$ cat src/sv/sflr_pkg.sv
`default_nettype none

package sflr_pkg;

  // Sizes of the two byte memories.
  localparam int STORE_DEPTH_DEF = 128;
  localparam int PAYLOAD_DEPTH = 256;
  localparam int PAY_AW = $clog2(PAYLOAD_DEPTH);

  // Register reset values.
  localparam logic [7:0] STORE_LIMIT_RST = 8'd90;
  localparam logic [7:0] COND_HEADER_RST = 8'd0;

  // Frame sync pattern "pe" and the command prefix "CMD".
  localparam logic [7:0] SYNC_0 = 8'h70;
  localparam logic [7:0] SYNC_1 = 8'h65;
  localparam logic [7:0] CMD_0 = 8'h43;
  localparam logic [7:0] CMD_1 = 8'h4D;
  localparam logic [7:0] CMD_2 = 8'h44;
  localparam int CMD_LEN = 6;

  // Configuration register indexes.
  localparam int CFG_IDX_W = 1;
  localparam logic [CFG_IDX_W-1:0] REG_STORE_LIMIT = 1'b0;
  localparam logic [CFG_IDX_W-1:0] REG_COND_HEADER = 1'b1;

  typedef enum logic [1:0] {
    OP_BYTE  = 2'd0,
    OP_READ  = 2'd1,
    OP_CLEAR = 2'd2
  } opcode_t;

  typedef enum logic [2:0] {
    EV_NONE     = 3'd0,
    EV_STORED   = 3'd1,
    EV_CMD      = 3'd2,
    EV_BADSUM   = 3'd3,
    EV_OVERSIZE = 3'd4
  } event_t;

  // Requests from the frame parser to the byte memories.
  typedef struct packed {
    logic              pay_we;
    logic [PAY_AW-1:0] pay_addr;
    logic [7:0]        pay_data;
    logic              copy_start;
    logic [7:0]        copy_len;
  } sflr_ctrl_t;

endpackage

`default_nettype wire

$ cat src/sv/sflr_store.sv
`default_nettype none

module sflr_store #(
  parameter int STORE_DEPTH = sflr_pkg::STORE_DEPTH_DEF
) (
  input  logic                           clk,
  input  logic                           rst,
  input  sflr_pkg::sflr_ctrl_t           ctrl,
  input  logic [$clog2(STORE_DEPTH)-1:0] copy_base,
  input  logic [$clog2(STORE_DEPTH)-1:0] rd_addr,
  output logic [7:0]                     rd_data,
  output logic                           busy
);
  import sflr_pkg::*;

  localparam int SA_W = $clog2(STORE_DEPTH);
  localparam int SUM_W = ((SA_W > PAY_AW) ? SA_W : PAY_AW) + 1;

  logic [7:0]        payload_buf [PAYLOAD_DEPTH];
  logic [7:0]        data_store [STORE_DEPTH];
  logic [7:0]        pb_q;
  logic [PAY_AW-1:0] cp_idx;
  logic [7:0]        cp_len;
  logic [SA_W-1:0]   cp_base;
  logic              wr_pend;
  logic [SA_W-1:0]   wr_addr;
  logic [SUM_W-1:0]  wr_sum;

  assign wr_sum = SUM_W'(cp_base) + SUM_W'(cp_idx);

  // Payload buffer: written by the parser, read one byte a cycle by the copy.
  always_ff @(posedge clk) begin
    if (ctrl.pay_we) begin
      payload_buf[ctrl.pay_addr] <= ctrl.pay_data;
    end
    pb_q <= payload_buf[cp_idx];
  end

  // Data store: written by the copy, read for stored-byte requests.
  always_ff @(posedge clk) begin
    if (wr_pend) begin
      data_store[wr_addr] <= pb_q;
    end
    rd_data <= data_store[rd_addr];
  end

  // Copy sequencer: read a payload byte, write it to the store in the next cycle.
  always_ff @(posedge clk) begin
    if (rst) begin
      busy    <= 1'b0;
      wr_pend <= 1'b0;
      cp_idx  <= '0;
    end else if (ctrl.copy_start) begin
      busy    <= 1'b1;
      wr_pend <= 1'b0;
      cp_idx  <= '0;
      cp_len  <= ctrl.copy_len;
      cp_base <= copy_base;
    end else if (busy) begin
      if (cp_idx != cp_len) begin
        wr_pend <= 1'b1;
        wr_addr <= wr_sum[SA_W-1:0];
        cp_idx  <= cp_idx + PAY_AW'(1);
      end else begin
        wr_pend <= 1'b0;
        if (!wr_pend) begin
          busy <= 1'b0;
        end
      end
    end
  end

endmodule

`default_nettype wire

$ cat src/sv/sync_framed_lrc_receiver.sv
// Framed link receiver. Each input beat carries one received byte, a request to read
// one byte of the data store, or a request to clear the store; each beat yields one
// result beat with the event, the latest frame id, the link id, the store fill and
// the byte read. Frames are "pe", a 16-bit big-endian id, a length byte, the payload
// (one byte even when the length is zero) and an XOR checksum over the payload. A
// received byte or a clear goes through the execute and finish states to the result
// register; a store read adds a read state for the registered read of the store
// memory. The checksum byte of a stored frame of nonzero length waits in a copy state
// while the payload moves from the payload buffer to the store one byte per cycle
// through its single read port. No new beat is taken until the current one has
// reached the result register; a waiting result lets the next beat in, then stalls it.
`default_nettype none

module sync_framed_lrc_receiver #(
  parameter int STORE_DEPTH = sflr_pkg::STORE_DEPTH_DEF
) (
  input  logic                           clk,
  input  logic                           rst,
  input  logic                           in_valid,
  output logic                           in_ready,
  input  logic [1:0]                     opcode,
  input  logic [7:0]                     rx_byte,
  input  logic [6:0]                     read_index,
  output logic                           out_valid,
  input  logic                           out_ready,
  output logic [2:0]                     event_res,
  output logic [7:0]                     command_code,
  output logic [15:0]                    command_param,
  output logic [15:0]                    frame_id,
  output logic [15:0]                    link_id,
  output logic [7:0]                     store_length,
  output logic [7:0]                     read_data,
  input  logic                           cfg_valid,
  output logic                           cfg_ready,
  input  logic [sflr_pkg::CFG_IDX_W-1:0] cfg_index,
  input  logic [7:0]                     cfg_data
);
  import sflr_pkg::*;

  localparam int SA_W = $clog2(STORE_DEPTH);
  localparam int SC_W = $clog2(STORE_DEPTH + 1);
  localparam int LIM_W = (SC_W > 8) ? SC_W : 8;
  localparam int CW = LIM_W + 1;

  typedef enum logic [4:0] {
    S_IDLE = 5'b00001,
    S_EXEC = 5'b00010,
    S_READ = 5'b00100,
    S_COPY = 5'b01000,
    S_FIN  = 5'b10000
  } state_t;

  typedef enum logic [4:0] {
    PH_SYNC = 5'b00001,
    PH_ID   = 5'b00010,
    PH_LEN  = 5'b00100,
    PH_PAY  = 5'b01000,
    PH_LRC  = 5'b10000
  } phase_t;

  state_t          state, state_next;
  phase_t          phase, phase_next;
  logic [7:0]      byte_count, byte_count_next;
  logic [7:0]      id_hi, id_hi_next;
  logic [15:0]     id_reg, id_reg_next;
  logic [7:0]      length_reg, length_reg_next;
  logic [7:0]      check_reg, check_reg_next;
  logic [15:0]     link_reg, link_reg_next;
  logic [SC_W-1:0] store_count, store_count_next;
  logic [7:0]      store_limit, cond_header;
  logic [7:0]      cmd_b [CMD_LEN];
  logic [7:0]      cmd_next [CMD_LEN];

  opcode_t         op_q;
  logic [7:0]      byte_q;
  logic [6:0]      idx_q;
  event_t          ev_q, ev_next;
  logic [7:0]      code_q, code_next;
  logic [15:0]     param_q, param_next;
  logic [7:0]      rd_q, rd_next;

  sflr_ctrl_t      ctrl;
  logic [SA_W-1:0] copy_base;
  logic [SA_W-1:0] rd_addr;
  logic [7:0]      rd_data;
  logic            copy_busy;

  logic [7:0]      bc;
  logic [7:0]      pos;
  logic [CW-1:0]   lim, limit_ext, depth_c, len_ext, sc_ext, base_ext, idx_ext, new_sc;
  logic            overflow, oversize, is_cmd, read_hit;

  sflr_store #(
    .STORE_DEPTH (STORE_DEPTH)
  ) u_store (
    .clk       (clk),
    .rst       (rst),
    .ctrl      (ctrl),
    .copy_base (copy_base),
    .rd_addr   (rd_addr),
    .rd_data   (rd_data),
    .busy      (copy_busy)
  );

  assign in_ready  = (state == S_IDLE);
  assign cfg_ready = 1'b1;

  // Frame accept decisions: limit in force, oversize, overflow and command match; read hit.
  always_comb begin
    limit_ext = CW'(store_limit);
    depth_c   = CW'(STORE_DEPTH);
    lim       = (limit_ext > depth_c) ? depth_c : limit_ext;
    len_ext   = CW'(length_reg);
    sc_ext    = CW'(store_count);
    oversize  = len_ext > lim;
    overflow  = (sc_ext + len_ext) > lim;
    base_ext  = overflow ? '0 : sc_ext;
    new_sc    = base_ext + len_ext;
    is_cmd    = (length_reg == 8'(CMD_LEN)) && (cmd_b[0] == CMD_0) &&
                (cmd_b[1] == CMD_1) && (cmd_b[2] == CMD_2);
    idx_ext   = CW'(idx_q);
    read_hit  = (idx_ext < sc_ext) && (idx_ext < depth_c);
  end

  assign rd_addr = idx_ext[SA_W-1:0];
  assign bc      = byte_count + 8'd1;
  assign pos     = bc - 8'd1;

  // Sequencer and byte parser.
  always_comb begin
    state_next       = state;
    phase_next       = phase;
    byte_count_next  = byte_count;
    id_hi_next       = id_hi;
    id_reg_next      = id_reg;
    length_reg_next  = length_reg;
    check_reg_next   = check_reg;
    link_reg_next    = link_reg;
    store_count_next = store_count;
    cmd_next         = cmd_b;
    ev_next          = ev_q;
    code_next        = code_q;
    param_next       = param_q;
    rd_next          = rd_q;
    ctrl             = '0;
    copy_base        = base_ext[SA_W-1:0];

    case (state)
      S_IDLE: begin
        if (in_valid) begin
          state_next = S_EXEC;
        end
      end
      S_EXEC: begin
        ev_next    = EV_NONE;
        code_next  = '0;
        param_next = '0;
        rd_next    = '0;
        state_next = S_FIN;
        case (op_q)
          OP_BYTE: begin
            byte_count_next = bc;
            case (phase)
              PH_SYNC: begin
                if (bc == 8'd1) begin
                  if (byte_q != SYNC_0) begin
                    byte_count_next = '0;
                  end
                end else begin
                  byte_count_next = '0;
                  if (byte_q == SYNC_1) begin
                    phase_next = PH_ID;
                  end
                end
              end
              PH_ID: begin
                if (bc == 8'd1) begin
                  id_hi_next = byte_q;
                end else begin
                  id_reg_next     = {id_hi, byte_q};
                  byte_count_next = '0;
                  phase_next      = PH_LEN;
                end
              end
              PH_LEN: begin
                check_reg_next  = '0;
                length_reg_next = byte_q;
                byte_count_next = '0;
                phase_next      = PH_PAY;
              end
              PH_PAY: begin
                if ((bc == 8'd1) && (byte_q == cond_header)) begin
                  link_reg_next = id_reg;
                end
                check_reg_next = check_reg ^ byte_q;
                ctrl.pay_we    = 1'b1;
                ctrl.pay_addr  = pos;
                ctrl.pay_data  = byte_q;
                if (pos < 8'(CMD_LEN)) begin
                  cmd_next[pos[2:0]] = byte_q;
                end
                if (bc >= length_reg) begin
                  byte_count_next = '0;
                  phase_next      = PH_LRC;
                end
              end
              PH_LRC: begin
                byte_count_next = '0;
                phase_next      = PH_SYNC;
                if (check_reg != byte_q) begin
                  ev_next = EV_BADSUM;
                end else if (is_cmd) begin
                  ev_next    = EV_CMD;
                  code_next  = cmd_b[3];
                  param_next = {cmd_b[4], cmd_b[5]};
                end else if (oversize) begin
                  ev_next = EV_OVERSIZE;
                end else begin
                  ev_next          = EV_STORED;
                  store_count_next = new_sc[SC_W-1:0];
                  if (length_reg != 8'd0) begin
                    ctrl.copy_start = 1'b1;
                    ctrl.copy_len   = length_reg;
                    state_next      = S_COPY;
                  end
                end
              end
              default: begin
                byte_count_next = '0;
                phase_next      = PH_SYNC;
              end
            endcase
          end
          OP_READ: begin
            state_next = S_READ;
          end
          OP_CLEAR: begin
            store_count_next = '0;
          end
          default: begin
          end
        endcase
      end
      S_READ: begin
        rd_next    = read_hit ? rd_data : 8'd0;
        state_next = S_FIN;
      end
      S_COPY: begin
        if (!copy_busy) begin
          state_next = S_FIN;
        end
      end
      S_FIN: begin
        if (!out_valid || out_ready) begin
          state_next = S_IDLE;
        end
      end
      default: begin
        state_next = S_IDLE;
      end
    endcase
  end

  // Control state and configuration registers.
  always_ff @(posedge clk) begin
    if (rst) begin
      state       <= S_IDLE;
      phase       <= PH_SYNC;
      byte_count  <= '0;
      id_hi       <= '0;
      id_reg      <= '0;
      length_reg  <= '0;
      check_reg   <= '0;
      link_reg    <= '0;
      store_count <= '0;
      store_limit <= STORE_LIMIT_RST;
      cond_header <= COND_HEADER_RST;
      out_valid   <= 1'b0;
    end else begin
      state       <= state_next;
      phase       <= phase_next;
      byte_count  <= byte_count_next;
      id_hi       <= id_hi_next;
      id_reg      <= id_reg_next;
      length_reg  <= length_reg_next;
      check_reg   <= check_reg_next;
      link_reg    <= link_reg_next;
      store_count <= store_count_next;
      if (cfg_valid) begin
        case (cfg_index)
          REG_STORE_LIMIT: store_limit <= cfg_data;
          REG_COND_HEADER: cond_header <= cfg_data;
          default: begin
          end
        endcase
      end
      if ((state == S_FIN) && (!out_valid || out_ready)) begin
        out_valid <= 1'b1;
      end else if (out_ready) begin
        out_valid <= 1'b0;
      end
    end
  end

  // Beat capture, working result and the output register.
  always_ff @(posedge clk) begin
    if (in_valid && in_ready) begin
      op_q   <= opcode_t'(opcode);
      byte_q <= rx_byte;
      idx_q  <= read_index;
    end
    cmd_b   <= cmd_next;
    ev_q    <= ev_next;
    code_q  <= code_next;
    param_q <= param_next;
    rd_q    <= rd_next;
    if ((state == S_FIN) && (!out_valid || out_ready)) begin
      event_res     <= ev_q;
      command_code  <= code_q;
      command_param <= param_q;
      frame_id      <= id_reg;
      link_id       <= link_reg;
      store_length  <= sc_ext[7:0];
      read_data     <= rd_q;
    end
  end

endmodule

`default_nettype wire

$ cat config.mk
export PLATFORM = sky130hd
export DESIGN_NAME = sync_framed_lrc_receiver
export DESIGN_NICKNAME = d
export VERILOG_FILES = /design/src/sv/sflr_pkg.sv /design/src/sv/sflr_store.sv /design/src/sv/sync_framed_lrc_receiver.sv
export SDC_FILE = /design/constraint.sdc
export NUM_CORES = 2
export LEC_CHECK = 0
export BUFFER_PORTS_ARGS = -buffer_cell sky130_fd_sc_hd__buf_2
export CAP_MARGIN = 20
export CORE_MARGIN = 4
export CORE_UTILIZATION = 40
export DETAILED_ROUTE_END_ITERATION = 10
export MAX_ROUTING_LAYER = met4
export SLEW_MARGIN = 20
export SYNTH_ARGS = -nofsm -noshare
export SYNTH_HDL_FRONTEND = slang
export SYNTH_SLANG_ARGS = --single-unit
$ cat constraint.sdc
create_clock -name clk -period 6.6 [get_ports clk]
set_input_delay 0.33 -clock clk [delete_from_list [all_inputs] [get_ports clk]]
set_output_delay 0.33 -clock clk [all_outputs]
set_load 0.03 [all_outputs]
==> metrics.md <==
| Metric | Value |
|---|---|
| Critical path arrival | `5.97 ns` |
| Synth cell types | `87` |
| Setup TNS | `0 ns` |
| CTS tree | `built` |
| Critical Path Fanout Max | `9` |
| FF-to-FF End | `store_count[6]$_SDFFE_PP0P_` |
| Die Area | `340,000 sq um` |
| Total grt overflow | `0` |
| R2R depth | `21` |
| Dpl hpwl | `215 mm` |
| WHS | `0.135 ns` |
| Biggest regs | `u_store.payload_buf: 2048 flops, u_store.data_store: 1024 flops, cmd_b: 48 flops` |
| CTS sink count | `3,394` |
| Setup violators final | `0` |
| Vias | `67,401` |
| WL per Instance | `31.3 um` |
| P_int | `35,800 uW` |
| Die Height | `583 um` |
| Vias in the first global route | `66,954` |
| Routability congestion estimate | `0.878` |
| Worst Skew | `0.0949 ns` |
| Post-CTS Hold Fix Bufs | `48` |
| Slew Limit Headroom | `0.198` |
| Power per Cell Area | `302 nW/um^2` |
| #FFs+latches synth | `3,394` |
| Overall power | `45,500 uW` |
| Syn_nets | `6,600` |
| DR vias/cell | `5.89` |
| Seq pwr share | `0.517` |
| Peak supply drop | `0.206 mV` |
| Hold_sp | `read_index[0]` |
| Power share of the clock group | `0.438` |
| Final min period | `5.11 ns` |
| Growth of design area from synthesis to finish | `13.7%` |
| Status | `finished, final reports clean` |
| Largest net degree at the start of global routing | `165` |
| Die X | `583 um` |
| Clk slew on worst S/H paths | `0.07 ns` |
| DRC viols | `0` |
| Starting Density | `0.403` |
| Layout cell share with drive strength beyond 1 | `0.231` |
| CTS Buf Count | `344` |
| Crit Path Class | `reg -> reg` |
| Core ar. | `328,000 sq um` |
| Post-Syn Instances | `6,512` |
| CP endpoint kind | `register` |
| Leak | `0.0517 uW` |
| Sequential fraction of the synthesis area | `0.762` |
| Syn. warnings | `0` |
| GR met2 Demand/Resource | `0.315` |
| Combinational power share | `0.045` |
| Row count | `210` |
| Initial antenna violation count | `13` |
| FF-to-FF setup slack | `1.49 ns` |
| Period utilization | `0.774` |
| Slew @ Worst Pin | `1.20 ns` |
| Pins over their slew limit | `0` |
| Boundary Pins | `109` |
| Max reg flops | `2,048` |
| Final hold violation count | `0` |
| Total Routed Length | `358 mm` |
| Primary FF master, synth | `edfxtp_1` |
| Grt peak-use layer | `met2` |
| Synth Cell Area | `132,000 sq um` |
| Root buffer cell | `clkbuf_16` |
| Fmax | `0.196 GHz` |
| Antenna-violating nets left | `0` |
| Hold Path Sink | `idx_q[0]$_DFFE_PP_` |
| H-tree lvl count | `5` |
| Clock Latency Late Sink | `0.94 ns` |
| Synth Area per Inst | `20.3 sq um` |
| Number of setup buffers added after CTS | `0` |
| Number of flops mapped to enable cells by yosys | `3,269` |
| Total GRT Usage | `0.213` |
| Port-buffer cells | `107` |
| GR met1 Demand/Resource | `0.298` |
| Place WS | `1.61 ns` |
| Grt met3 use | `0.0502` |
| Asr flop ratio synth | `0` |
| Global-route wire length before repair | `510 mm` |
| Final Non-Filler Cells | `11,447` |
| RSZ-0062 raised after global routing | `no` |
| Sw power | `9630 uW` |
| Drt pass-1 iters | `6` |
| Worst Hold Class | `in -> reg` |
| Reg-to-Reg Start | `length_reg[1]$_SDFFE_PP0P_` |
| Sw frac | `0.212` |
| Starting DRT DRC Count | `8,257` |
| Filler instances | `27,068` |
| Layout Nets | `6,897` |
| Final setup margin | `1.49 ns` |
| Clk buf depth | `4` |
| CP startpoint kind | `register` |
| Placed Cells | `10,761` |
| MaxCap Viol Count | `0` |
| Resized cells post-CTS | `0` |
| Data required time of the worst path | `7.47 ns` |
| Hold Crit Depth | `2` |
| Biggest register | `u_store.payload_buf` |
## power by group through the flow
stage	clock, uW	combinational [uW]	sequential, uW
3_5_place_dp	0	2070	24000
4_1_cts	20200	2090	23500
2_1_floorplan	0	1380	23900
6_report	19900	2050	23500
5_1_grt	21200	2170	23500
3_3_place_gp	0	2060	24000
## per-stage QoR
step	instance area [sq um]	util
after detailed placement	138000	0.421
final	150000	0.458
after CTS	150000	0.458
after global routing	150000	0.458
after floorplan	132000	-
after global placement	138000	0.421
## critical path: stages (launching register included)
cell      delay, ns
dfxtp_1        0.59
ha_1           0.31
a21o_1         0.17
a21oi_1        0.23
o21bai_1       0.10
a21oi_1        0.23
o21ai_0        0.16
xor2_1         0.16
ha_1           0.29
nand2_1        0.07
o21bai_1       0.15
o211ai_1       0.66
nor2_1         0.15
ha_1           0.26
fa_1           0.40
a21o_1         0.17
a21oi_1        0.22
o21bai_1       0.09
a21oi_1        0.18
xnor2_1        0.15
nand4_1        0.12
a21oi_1        0.16
## cells by family (layout without fill, tap and decap cells)
kind of cell	count (synthesis)	count (layout)	synth area share
other	1	7	0.0000284
adders and majority gates	57	57	0.00557
muxes	1038	1038	0.151
buffers and inverters	410	993	0.0141
xor gates and xnor gates	65	65	0.00431
AOI/OAI and AO/OA	554	554	0.0291
DFF	3394	3394	0.762
and+or+nand+nor	993	993	0.0338
## worst max path at each step
stage	cells past startpoint	to	startpoint	slack (ns)
6_report	21	store_count[6]$_SDFFE_PP0P_	length_reg[1]$_SDFFE_PP0P_	1.49
5_1_grt	21	store_count[6]$_SDFFE_PP0P_	length_reg[1]$_SDFFE_PP0P_	1.13
4_1_cts	21	store_count[6]$_SDFFE_PP0P_	length_reg[1]$_SDFFE_PP0P_	1.55
3_5_place_dp	21	store_count[6]$_SDFFE_PP0P_	length_reg[1]$_SDFFE_PP0P_	1.61
3_3_place_gp	21	store_count[6]$_SDFFE_PP0P_	length_reg[1]$_SDFFE_PP0P_	1.45
2_1_floorplan	6	u_store.payload_buf[0][0]$_DFFE_PP_	state[2]$_SDFFE_PP0P_	0.94
## final cells by class
type,count,area (sq um),area share
Timing Repair Buffer,317,2650,0.0176
Sequential cell,3394,101000,0.670
Tap cell,4346,5440,0.0362
Inverter,44,168,0.00112
Multi-Input combinational cell,2708,29800,0.198
Clock inverter,232,2560,0.0171
Clock buffer,400,8960,0.0596
Antenna cell,6,15.0,0.0000999
## cell usage after synthesis (all sizes together) (24+ instances only)
library cell | n | share of area
buf | 180 | 0.0076
xor2 | 38 | 0.0025
dfxtp | 125 | 0.019
clkbuf | 186 | 0.0053
mux2i | 266 | 0.020
inv | 42 | 0.0012
a22oi | 90 | 0.0051
a21oi | 108 | 0.0041
nor3 | 32 | 0.0013
a221oi | 43 | 0.0028
o22ai | 27 | 0.0013
o21ai | 74 | 0.0028
edfxtp | 3269 | 0.74
and2 | 42 | 0.0020
a211oi | 26 | 0.0015
nor2 | 546 | 0.016
ha | 54 | 0.0051
mux4 | 767 | 0.13
nand2 | 149 | 0.0042
nand4 | 30 | 0.0015
nand3 | 78 | 0.0030
o211ai | 25 | 0.0014
xnor2 | 27 | 0.0018
nor2b | 26 | 0.0012
nand2b | 24 | 0.0011
## cells in the final DEF (no fill, tap or decap), drive strengths merged, types with 26 or more instances in the layout
| cell | synthesis | layout |
|---|---|---|
| a211oi | 26 | 26 |
| a21oi | 108 | 108 |
| a221oi | 43 | 43 |
| a22oi | 90 | 90 |
| and2 | 42 | 42 |
| buf | 180 | 269 |
| bufinv | 0 | 43 |
| clkbuf | 186 | 400 |
| clkinv | 2 | 140 |
| clkinvlp | 0 | 28 |
| dfxtp | 125 | 125 |
| dlygate4sd3 | 0 | 48 |
| edfxtp | 3269 | 3269 |
| ha | 54 | 54 |
| inv | 42 | 65 |
| mux2i | 266 | 266 |
| mux4 | 767 | 767 |
| nand2 | 149 | 149 |
| nand3 | 78 | 78 |
| nand4 | 30 | 30 |
| nor2 | 546 | 546 |
| nor2b | 26 | 26 |
| nor3 | 32 | 32 |
| o21ai | 74 | 74 |
| o22ai | 27 | 27 |
| xnor2 | 27 | 27 |
| xor2 | 38 | 38 |
## layer usage
metal  vias up  wire length (um)
li1      27481                 -
met5         -                 0
met2      3747            164000
met1     35605            147000
met4         0             10800
met3       568             36200
Note: power is estimated with default switching activity, not from simulation.
